$ cat config.mk
export PLATFORM = sky130hd
export DESIGN_NAME = gregorian_date_difference_top_flat
export DESIGN_NICKNAME = d
export VERILOG_FILES = /design/src/rtl/gdd_pkg.sv /design/src/rtl/gdd_if.sv /design/src/rtl/gregorian_date_difference_top.sv /design/src/rtl/gdd_date_lane.sv /design/src/rtl/gdd_compare.sv /design/src/flat_wrapper.sv
export SDC_FILE = /design/constraint.sdc
export NUM_CORES = 1
export LEC_CHECK = 0
export BUFFER_PORTS_ARGS = -buffer_cell sky130_fd_sc_hd__buf_2
export CAP_MARGIN = 20
export CORE_MARGIN = 4
export CORE_UTILIZATION = 50
export CTS_BUF_LIST = sky130_fd_sc_hd__clkbuf_8
export CTS_CLUSTER_DIAMETER = 80
export DETAILED_ROUTE_END_ITERATION = 8
export PLACE_DENSITY = 0.69
export SLEW_MARGIN = 10
export SYNTH_ARGS = -nofsm -noshare
export SYNTH_HDL_FRONTEND = slang
export SYNTH_SLANG_ARGS = --single-unit
$ cat constraint.sdc
create_clock -name clk_i -period 5.1 [get_ports clk_i]
set_input_delay 0 -clock clk_i [delete_from_list [all_inputs] [get_ports clk_i]]
set_output_delay 0 -clock clk_i [all_outputs]
set_load 0.01 [all_outputs]
$ cat src/rtl/gdd_pkg.sv
package gdd_pkg;

  // Width of the day count on the result channel.
  localparam int unsigned COUNT_W = 23;

  // Stages inside each date lane; the compare stage follows them.
  localparam int unsigned LANE_STAGES = 4;

  localparam int unsigned MONTHS_PER_YEAR = 12;
  localparam int unsigned DAYS_PER_YEAR   = 365;
  localparam int unsigned YEARS_PER_CENT  = 100;
  localparam int unsigned QUARTER_CENT    = 25;

  typedef enum logic [1:0] {
    ST_OK         = 2'd0,
    ST_FIRST_BAD  = 2'd1,
    ST_SECOND_BAD = 2'd2,
    ST_EARLIER    = 2'd3
  } status_e;

  // Days before the first of a month in a common year.
  function automatic logic [8:0] days_before_month(input logic [3:0] month);
    logic [8:0] days;
    case (month)
      4'd2:    days = 9'd31;
      4'd3:    days = 9'd59;
      4'd4:    days = 9'd90;
      4'd5:    days = 9'd120;
      4'd6:    days = 9'd151;
      4'd7:    days = 9'd181;
      4'd8:    days = 9'd212;
      4'd9:    days = 9'd243;
      4'd10:   days = 9'd273;
      4'd11:   days = 9'd304;
      4'd12:   days = 9'd334;
      default: days = 9'd0;
    endcase
    return days;
  endfunction

  function automatic logic [4:0] month_length(input logic [3:0] month, input logic leap);
    logic [4:0] len;
    case (month) inside
      4'd2:                    len = leap ? 5'd29 : 5'd28;
      4'd4, 4'd6, 4'd9, 4'd11: len = 5'd30;
      default:                 len = 5'd31;
    endcase
    return len;
  endfunction

endpackage

$ cat src/rtl/gdd_if.sv
interface gdd_in_if #(
  parameter int unsigned YEAR_BITS = 14
);
  logic                 valid;
  logic                 ready;
  logic [4:0]           first_day;
  logic [3:0]           first_month;
  logic [YEAR_BITS-1:0] first_year;
  logic [4:0]           second_day;
  logic [3:0]           second_month;
  logic [YEAR_BITS-1:0] second_year;

  modport source (
    output valid, first_day, first_month, first_year,
    output second_day, second_month, second_year,
    input  ready
  );
  modport sink (
    input  valid, first_day, first_month, first_year,
    input  second_day, second_month, second_year,
    output ready
  );
endinterface

interface gdd_out_if;
  logic                             valid;
  logic                             ready;
  gdd_pkg::status_e                 status;
  logic [gdd_pkg::COUNT_W-1:0]      day_count;

  modport source (output valid, status, day_count, input ready);
  modport sink (input valid, status, day_count, output ready);
endinterface

$ cat src/rtl/gregorian_date_difference_top.sv
// Gregorian date difference. Each input beat carries two proleptic Gregorian dates; each
// output beat carries a status (ok, first date invalid, second date invalid, second date
// earlier) and the number of days from the first date to the second, zero unless the
// status is ok. One date pair is taken every clock cycle while the output is not stalled.
// Four stages in each date lane build a day number (the divide by 25 behind the century
// count needs a multiply stage and a correction stage), and a fifth stage compares and
// subtracts. Each stage holds its item while the stage after it is full, so bubbles are
// squeezed out during a stall and the input keeps accepting until every stage is occupied.
module gregorian_date_difference_top #(
  parameter int unsigned YEAR_BITS = 14
) (
  input  logic      clk_i,
  input  logic      rst_ni,
  gdd_in_if.sink    in_i,
  gdd_out_if.source out_o
);

  localparam int unsigned NS  = gdd_pkg::LANE_STAGES;
  localparam int unsigned DNW = YEAR_BITS + 9;

  logic [NS:0]    en;
  logic [NS-1:0]  vld_q;
  logic           out_vld_q;

  logic [DNW-1:0] first_num, second_num;
  logic           first_ok, second_ok;

  // A stage may load when it is empty or its content moves on this cycle.
  always_comb begin
    en[NS] = !out_vld_q || out_o.ready;
    for (int k = NS - 1; k >= 0; k--) begin
      en[k] = !vld_q[k] || en[k+1];
    end
  end

  assign in_i.ready = en[0];

  always_ff @(posedge clk_i or negedge rst_ni) begin
    if (!rst_ni) begin
      vld_q     <= '0;
      out_vld_q <= 1'b0;
    end else begin
      if (en[0]) begin
        vld_q[0] <= in_i.valid;
      end
      for (int k = 1; k < NS; k++) begin
        if (en[k]) begin
          vld_q[k] <= vld_q[k-1];
        end
      end
      if (en[NS]) begin
        out_vld_q <= vld_q[NS-1];
      end
    end
  end

  gdd_date_lane #(.YEAR_BITS(YEAR_BITS)) u_first_lane (
    .clk_i     (clk_i),
    .en_i      (en[NS-1:0]),
    .day_i     (in_i.first_day),
    .month_i   (in_i.first_month),
    .year_i    (in_i.first_year),
    .day_num_o (first_num),
    .date_ok_o (first_ok)
  );

  gdd_date_lane #(.YEAR_BITS(YEAR_BITS)) u_second_lane (
    .clk_i     (clk_i),
    .en_i      (en[NS-1:0]),
    .day_i     (in_i.second_day),
    .month_i   (in_i.second_month),
    .year_i    (in_i.second_year),
    .day_num_o (second_num),
    .date_ok_o (second_ok)
  );

  gdd_compare #(.YEAR_BITS(YEAR_BITS)) u_compare (
    .clk_i        (clk_i),
    .en_i         (en[NS]),
    .first_ok_i   (first_ok),
    .second_ok_i  (second_ok),
    .first_num_i  (first_num),
    .second_num_i (second_num),
    .status_o     (out_o.status),
    .day_count_o  (out_o.day_count)
  );

  assign out_o.valid = out_vld_q;

endmodule

$ cat src/rtl/gdd_date_lane.sv
module gdd_date_lane #(
  parameter int unsigned YEAR_BITS = 14
) (
  input  logic                                clk_i,
  input  logic [gdd_pkg::LANE_STAGES-1:0]     en_i,
  input  logic [4:0]                          day_i,
  input  logic [3:0]                          month_i,
  input  logic [YEAR_BITS-1:0]                year_i,
  output logic [YEAR_BITS+8:0]                day_num_o,
  output logic                                date_ok_o
);

  localparam int unsigned AW  = YEAR_BITS - 2;
  localparam int unsigned DNW = YEAR_BITS + 9;
  localparam int unsigned PW  = 2 * AW;
  // Reciprocal of 25 scaled by 2**AW, rounded down; the estimate is low by at most one.
  localparam logic [AW-1:0] RECIP = AW'((2 ** AW) / gdd_pkg::QUARTER_CENT);

  // Stage 1: elapsed years, quarter count and the reciprocal product.
  logic [YEAR_BITS-1:0] p_s;
  logic [AW-1:0]        a_s;
  logic                 ok_s;
  logic [4:0]           s1_day_q;
  logic [3:0]           s1_month_q;
  logic [YEAR_BITS-1:0] s1_p_q;
  logic [AW-1:0]        s1_a_q;
  logic [PW-1:0]        s1_prod_q, s1_prod_d;
  logic                 s1_ok_q;

  assign p_s  = year_i - YEAR_BITS'(1);
  assign a_s  = p_s[YEAR_BITS-1:2];
  assign ok_s = (month_i != 4'd0) && (month_i <= 4'(gdd_pkg::MONTHS_PER_YEAR)) &&
                (year_i != '0) && (day_i != 5'd0);
  assign s1_prod_d = PW'(a_s) * PW'(RECIP);

  always_ff @(posedge clk_i) begin
    if (en_i[0]) begin
      s1_day_q   <= day_i;
      s1_month_q <= month_i;
      s1_p_q     <= p_s;
      s1_a_q     <= a_s;
      s1_prod_q  <= s1_prod_d;
      s1_ok_q    <= ok_s;
    end
  end

  // Stage 2: correct the quotient estimate to give whole centuries elapsed.
  logic [AW-1:0]        q_est;
  logic [AW-1:0]        rem;
  logic [AW-1:0]        s2_c_d, s2_c_q;
  logic [4:0]           s2_day_q;
  logic [3:0]           s2_month_q;
  logic [YEAR_BITS-1:0] s2_p_q;
  logic [AW-1:0]        s2_a_q;
  logic                 s2_ok_q;

  assign q_est  = s1_prod_q[PW-1:AW];
  assign rem    = s1_a_q - AW'(q_est * AW'(gdd_pkg::QUARTER_CENT));
  assign s2_c_d = q_est + AW'(rem >= AW'(gdd_pkg::QUARTER_CENT));

  always_ff @(posedge clk_i) begin
    if (en_i[1]) begin
      s2_day_q   <= s1_day_q;
      s2_month_q <= s1_month_q;
      s2_p_q     <= s1_p_q;
      s2_a_q     <= s1_a_q;
      s2_c_q     <= s2_c_d;
      s2_ok_q    <= s1_ok_q;
    end
  end

  // Stage 3: leap test, day range check and the bulk of the day number.
  // The year itself is p + 1, so its divisibility shows as remainders of p at the top.
  logic [YEAR_BITS-1:0] p_mod_cent;
  logic                 leap_s;
  logic [DNW-1:0]       s3_base_d, s3_base_q;
  logic                 s3_leap_q;
  logic                 s3_ok_q;
  logic [AW-1:0]        s3_c_q;
  logic [4:0]           s3_day_q;
  logic [3:0]           s3_month_q;

  assign p_mod_cent = s2_p_q - YEAR_BITS'(YEAR_BITS'(s2_c_q) *
                                          YEAR_BITS'(gdd_pkg::YEARS_PER_CENT));
  assign leap_s = (s2_p_q[1:0] == 2'b11) &&
                  ((p_mod_cent != YEAR_BITS'(gdd_pkg::YEARS_PER_CENT - 1)) ||
                   (s2_c_q[1:0] == 2'b11));
  assign s3_base_d = DNW'(DNW'(s2_p_q) * DNW'(gdd_pkg::DAYS_PER_YEAR)) + DNW'(s2_a_q);

  always_ff @(posedge clk_i) begin
    if (en_i[2]) begin
      s3_base_q  <= s3_base_d;
      s3_leap_q  <= leap_s;
      s3_ok_q    <= s2_ok_q && (s2_day_q <= gdd_pkg::month_length(s2_month_q, leap_s));
      s3_c_q     <= s2_c_q;
      s3_day_q   <= s2_day_q;
      s3_month_q <= s2_month_q;
    end
  end

  // Stage 4: century corrections, month offset and day of month.
  logic [DNW-1:0] s4_dn_d, s4_dn_q;
  logic           s4_ok_q;

  assign s4_dn_d = s3_base_q - DNW'(s3_c_q) + DNW'(s3_c_q >> 2) +
                   DNW'(gdd_pkg::days_before_month(s3_month_q)) +
                   DNW'(s3_leap_q && (s3_month_q > 4'd2)) + DNW'(s3_day_q);

  always_ff @(posedge clk_i) begin
    if (en_i[3]) begin
      s4_dn_q <= s4_dn_d;
      s4_ok_q <= s3_ok_q;
    end
  end

  assign day_num_o = s4_dn_q;
  assign date_ok_o = s4_ok_q;

endmodule

$ cat src/rtl/gdd_compare.sv
module gdd_compare #(
  parameter int unsigned YEAR_BITS = 14
) (
  input  logic                          clk_i,
  input  logic                          en_i,
  input  logic                          first_ok_i,
  input  logic                          second_ok_i,
  input  logic [YEAR_BITS+8:0]          first_num_i,
  input  logic [YEAR_BITS+8:0]          second_num_i,
  output gdd_pkg::status_e              status_o,
  output logic [gdd_pkg::COUNT_W-1:0]   day_count_o
);

  localparam int unsigned DNW = YEAR_BITS + 9;

  logic [DNW:0]                  diff;
  gdd_pkg::status_e              status_d, status_q;
  logic [gdd_pkg::COUNT_W-1:0]   count_d, count_q;

  // The extra top bit is the borrow: set when the second date comes first.
  assign diff = {1'b0, second_num_i} - {1'b0, first_num_i};

  always_comb begin
    count_d = '0;
    if (!first_ok_i) begin
      status_d = gdd_pkg::ST_FIRST_BAD;
    end else if (!second_ok_i) begin
      status_d = gdd_pkg::ST_SECOND_BAD;
    end else if (diff[DNW]) begin
      status_d = gdd_pkg::ST_EARLIER;
    end else begin
      status_d = gdd_pkg::ST_OK;
      count_d  = gdd_pkg::COUNT_W'(diff[DNW-1:0]);
    end
  end

  always_ff @(posedge clk_i) begin
    if (en_i) begin
      status_q <= status_d;
      count_q  <= count_d;
    end
  end

  assign status_o    = status_q;
  assign day_count_o = count_q;

endmodule

$ cat src/flat_wrapper.sv
// flat-port wrapper written by rule: the top's interface ports become plain ports
module gregorian_date_difference_top_flat 
#(
  parameter int unsigned YEAR_BITS = 14
)
  (clk_i, rst_ni, in_i_valid, in_i_first_day, in_i_first_month, in_i_first_year, in_i_second_day, in_i_second_month, in_i_second_year, in_i_ready, out_o_valid, out_o_status, out_o_day_count, out_o_ready);
  gdd_in_if #(.YEAR_BITS(YEAR_BITS)) in_i_i ();
  gdd_out_if out_o_i ();
  input  logic clk_i;
  input  logic rst_ni;
  input wire logic [$bits(in_i_i.valid)-1:0] in_i_valid;
  input wire logic [$bits(in_i_i.first_day)-1:0] in_i_first_day;
  input wire logic [$bits(in_i_i.first_month)-1:0] in_i_first_month;
  input wire logic [$bits(in_i_i.first_year)-1:0] in_i_first_year;
  input wire logic [$bits(in_i_i.second_day)-1:0] in_i_second_day;
  input wire logic [$bits(in_i_i.second_month)-1:0] in_i_second_month;
  input wire logic [$bits(in_i_i.second_year)-1:0] in_i_second_year;
  output wire logic [$bits(in_i_i.ready)-1:0] in_i_ready;
  output wire logic [$bits(out_o_i.valid)-1:0] out_o_valid;
  output wire logic [$bits(out_o_i.status)-1:0] out_o_status;
  output wire logic [$bits(out_o_i.day_count)-1:0] out_o_day_count;
  input wire logic [$bits(out_o_i.ready)-1:0] out_o_ready;
  assign in_i_i.valid = in_i_valid;
  assign in_i_i.first_day = in_i_first_day;
  assign in_i_i.first_month = in_i_first_month;
  assign in_i_i.first_year = in_i_first_year;
  assign in_i_i.second_day = in_i_second_day;
  assign in_i_i.second_month = in_i_second_month;
  assign in_i_i.second_year = in_i_second_year;
  assign in_i_ready = in_i_i.ready;
  assign out_o_valid = out_o_i.valid;
  assign out_o_status = out_o_i.status;
  assign out_o_day_count = out_o_i.day_count;
  assign out_o_i.ready = out_o_ready;
  gregorian_date_difference_top #(.YEAR_BITS(YEAR_BITS)) u_core (.clk_i(clk_i), .rst_ni(rst_ni), .in_i(in_i_i), .out_o(out_o_i));
endmodule
==> impl_metrics.yaml <==
status:
  status: "finished, violations left"
  violations: "negative setup slack"
detailed_routing:
  drt_iter0_drc: 853
  drc_errors: 0
  detail_route.wl_per_cell_um: 15.4
  num_vias: 18826
  detail-route-antenna-nets: 0
  drtPass1Iterations: 5
  vias_per_cell: 5.18
  wl_um: 56100
global_routing:
  grt_pass1_vias: 19815
  antenna_found_initial: 1
  grt.total_usage_pct: 18.9
  grt_overflow: 0
  grt_pass1_wl_um: 94100
  grt_max_degree: 67
min_path:
  hp-start: "in_i_first_day[4]"
  hp-class: "in2reg"
  worst_hold_path.endpoint: "u_core.u_first_lane.s1_day_q[4]"
  whs_path_depth: 2
synthesis:
  synth_edf_count: 289
  synth_seq_cells: 312
  synth_async_sr_flop_share_pct: 1.60
  avgSynthCellArea_um2: 11.0
  synth.net_count: 3341
  yosys_warnings: 0
  netlist-cell-type-count: 70
  synthFlopType: "edfxtp_1"
  synthCells: 2545
  yosysSeqAreaShare_pct: 32.6
  syn_area_um2: 28100
die:
  initial_utilization_pct: 50.7
  rows: 86
  die_w_um: 245
  io_pins: 77
  die_area_um2: 60100
  die_h_um: 245
  core_area_um2: 55400
critical_path:
  arrival_ns: 5.53
  cp-startpoint: "u_core.u_second_lane.s2_p_q[7]"
  crit_required_ns: 5.45
  r2r_cells: 17
  path_class: "reg2reg"
  cp_max_fo: 4
  endpoint_kind: "register"
  worst-r2r-setup-slack_ns: -0.08
  reg2reg_to: "u_core.u_second_lane.s3_base_q[22]"
  startpoint_type: "register"
  timing.rr.start: "u_core.u_second_lane.s2_p_q[7]"
timing:
  finalClockSkew_ns: 0.0395
  hold_viol: 0
  worst_pin_slew_ns: 0.908
  period_needed_ns: 5.18
  min_period_over_period_pct: 102
  setup_tns_ns: -0.0822
  slew-limit-headroom_pct: 39.5
  grt_setup_unrepaired: "yes"
  finalSetupViolCount: 1
  fmax_mhz: 193
  report.final.slew_viol_count: 0
  worst_slack_ns: -0.0822
cts:
  clock_latency_ns: 0.63
  clock_path_buffers: 3
  cts_buffers: 54
  clock-root-buffer: "clkbuf_8"
  cts.clk_slew.worst_paths_ns: 0.06
  cts_sinks: 312
  cts_tree: "done"
  cts_max_level: 2
cells_and_area:
  drive_above_1_share_pct: 12.0
  fin_util_pct: 58.5
  fin_nets: 3639
  areaGrowthSynthToFinish_pct: 15.2
run:
  cap_violations: 0
place:
  place_hpwl_um: 45400
  dp_worst_setup_slack_ns: -0.212
  io_buffers: 76
  gp_congestion: 0.898
[registers in the layout, summed over array words and instances, names as in the netlist, 23 cells and up, named ones only]
signal	count
u_core.u_second_lane.day_num_o	23
u_core.u_compare.day_count_o	23
u_core.u_first_lane.day_num_o	23
u_core.u_first_lane.s3_base_q	23
u_core.u_second_lane.s3_base_q	23
[per-stage QoR]
stage          cell area [um^2]  instances  hold slack (ns)
2_1_floorplan             28100       2545           -0.296
3_3_place_gp              30200       3458           -0.185
3_5_place_dp              30200       3458           -0.174
4_1_cts                   32000       3624           0.0265
5_1_grt                   32400       3637           0.0711
6_report                  32400       3637           0.0915
[layer usage]
metal | share of wire, % | vias to the layer above | track usage, %
met2 | 48 | 327 | 31.9
met4 | 2.1 | 0 | 4.85
met1 | 46 | 9099 | 26.0
met3 | 3.9 | 95 | 2.44
met5 | 0 | - | 0
li1 | - | 9305 | -
[final cells by class]
cell class	instances	area [um^2]
Multi-Input combinational cell	1729	17400
Tap cell	748	936
Inverter	498	1870
Fill cell	4543	23000
Clock inverter	35	239
Timing Repair Buffer	248	1870
Sequential cell	312	9160
Clock buffer	66	908
Antenna cell	1	2.50
[cell families (layout without fill, tap and decap cells)]
group | Yosys count | after routing | share of synthesized area [%]
other | 0 | 1 | 0
AOI/OAI and AO/OA | 370 | 370 | 8.71
muxes | 12 | 12 | 0.445
DFF | 312 | 312 | 32.6
and+or+nand+nor | 404 | 404 | 6.79
xor gates and xnor gates | 197 | 197 | 6.14
adders and majority gates | 746 | 746 | 38.6
buffers and inverters | 504 | 847 | 6.74
[repair_timing]
item | in CTS | in global routing
gates resized for setup | 11 | 65
buffers inserted | 2 | 10
setup endpoints to repair | 6 | 23
pin swaps | 18 | 32
hold buffers | 63 | 0
hold endpoints to repair | 55 | 0
[cells in the mapped netlist, types with 4 or more instances]
cell,count,area [um^2]
o31a_1,6,52.6
nor2_1,140,526
nand3_1,26,130
a311oi_1,4,35.0
a211oi_1,13,97.6
o31ai_1,5,37.5
a21o_1,42,315
nand2b_1,24,150
fa_1,202,4040
nand3b_1,4,30.0
xor2_1,64,561
edfxtp_1,289,8680
a31o_2,4,35.0
o41a_1,5,56.3
xnor2_1,133,1160
a211o_1,4,35.0
dfrtp_1,5,125
ha_1,544,6810
nor3_1,40,200
and3_1,6,37.5
o21a_1,36,270
or2_2,5,31.3
a21oi_1,99,495
nor4_1,7,43.8
o21ai_0,67,335
mux2i_1,11,110
o211ai_1,14,105
nand4_1,10,62.6
a31oi_1,10,62.6
or4_1,11,82.6
dfxtp_1,18,360
or3_1,5,31.3
nand2_1,89,334
o21bai_1,19,143
nor2b_1,27,169
o41ai_1,5,43.8
inv_1,498,1870
[critical path, stage by stage, from the launching register on]
cell and delay, ns:
edfxtp_1 0.44, ha_4 0.28, fa_1 0.49, inv_1 0.05
fa_1 0.46, fa_1 0.53, inv_2 0.04, fa_2 0.56
ha_4 0.22, a211o_1 0.29, o21a_1 0.21, o31a_1 0.13
o41a_1 0.36, a211o_1 0.31, a21o_1 0.18, a21o_1 0.16
a21oi_2 0.12, xnor2_1 0.07
[layout by cell type (no fill, tap or decap), types with 24 or more instances in the layout]
master         instances
ha_1                 527
inv_1                503
edfxtp_1             289
fa_1                 200
nor2_1               138
xnor2_1              133
buf_4                104
a21oi_1               89
nand2_1               83
buf_2                 76
clkbuf_8              66
xor2_1                63
dlygate4sd3_1         63
o21ai_0               60
a21o_1                42
nor3_1                37
o21a_1                36
nor2b_1               27
nand3_1               25
nand2b_1              24
[worst max-delay path by stage]
stage                                                    end  slack [ns]  depth (start not counted)
after floorplan           u_core.u_second_lane.s3_base_q[22]       -0.09                         16
after global placement    u_core.u_second_lane.s3_base_q[22]       -0.15                         16
after detailed placement  u_core.u_second_lane.s3_base_q[22]       -0.21                         16
after CTS                 u_core.u_second_lane.s3_base_q[22]       -0.13                         17
after global routing      u_core.u_second_lane.s3_base_q[22]       -0.25                         17
final                     u_core.u_second_lane.s3_base_q[22]       -0.08                         17
Power is not shown: default switching activity piles up to over one toggle a cycle in this logic, so the estimate is an artifact.
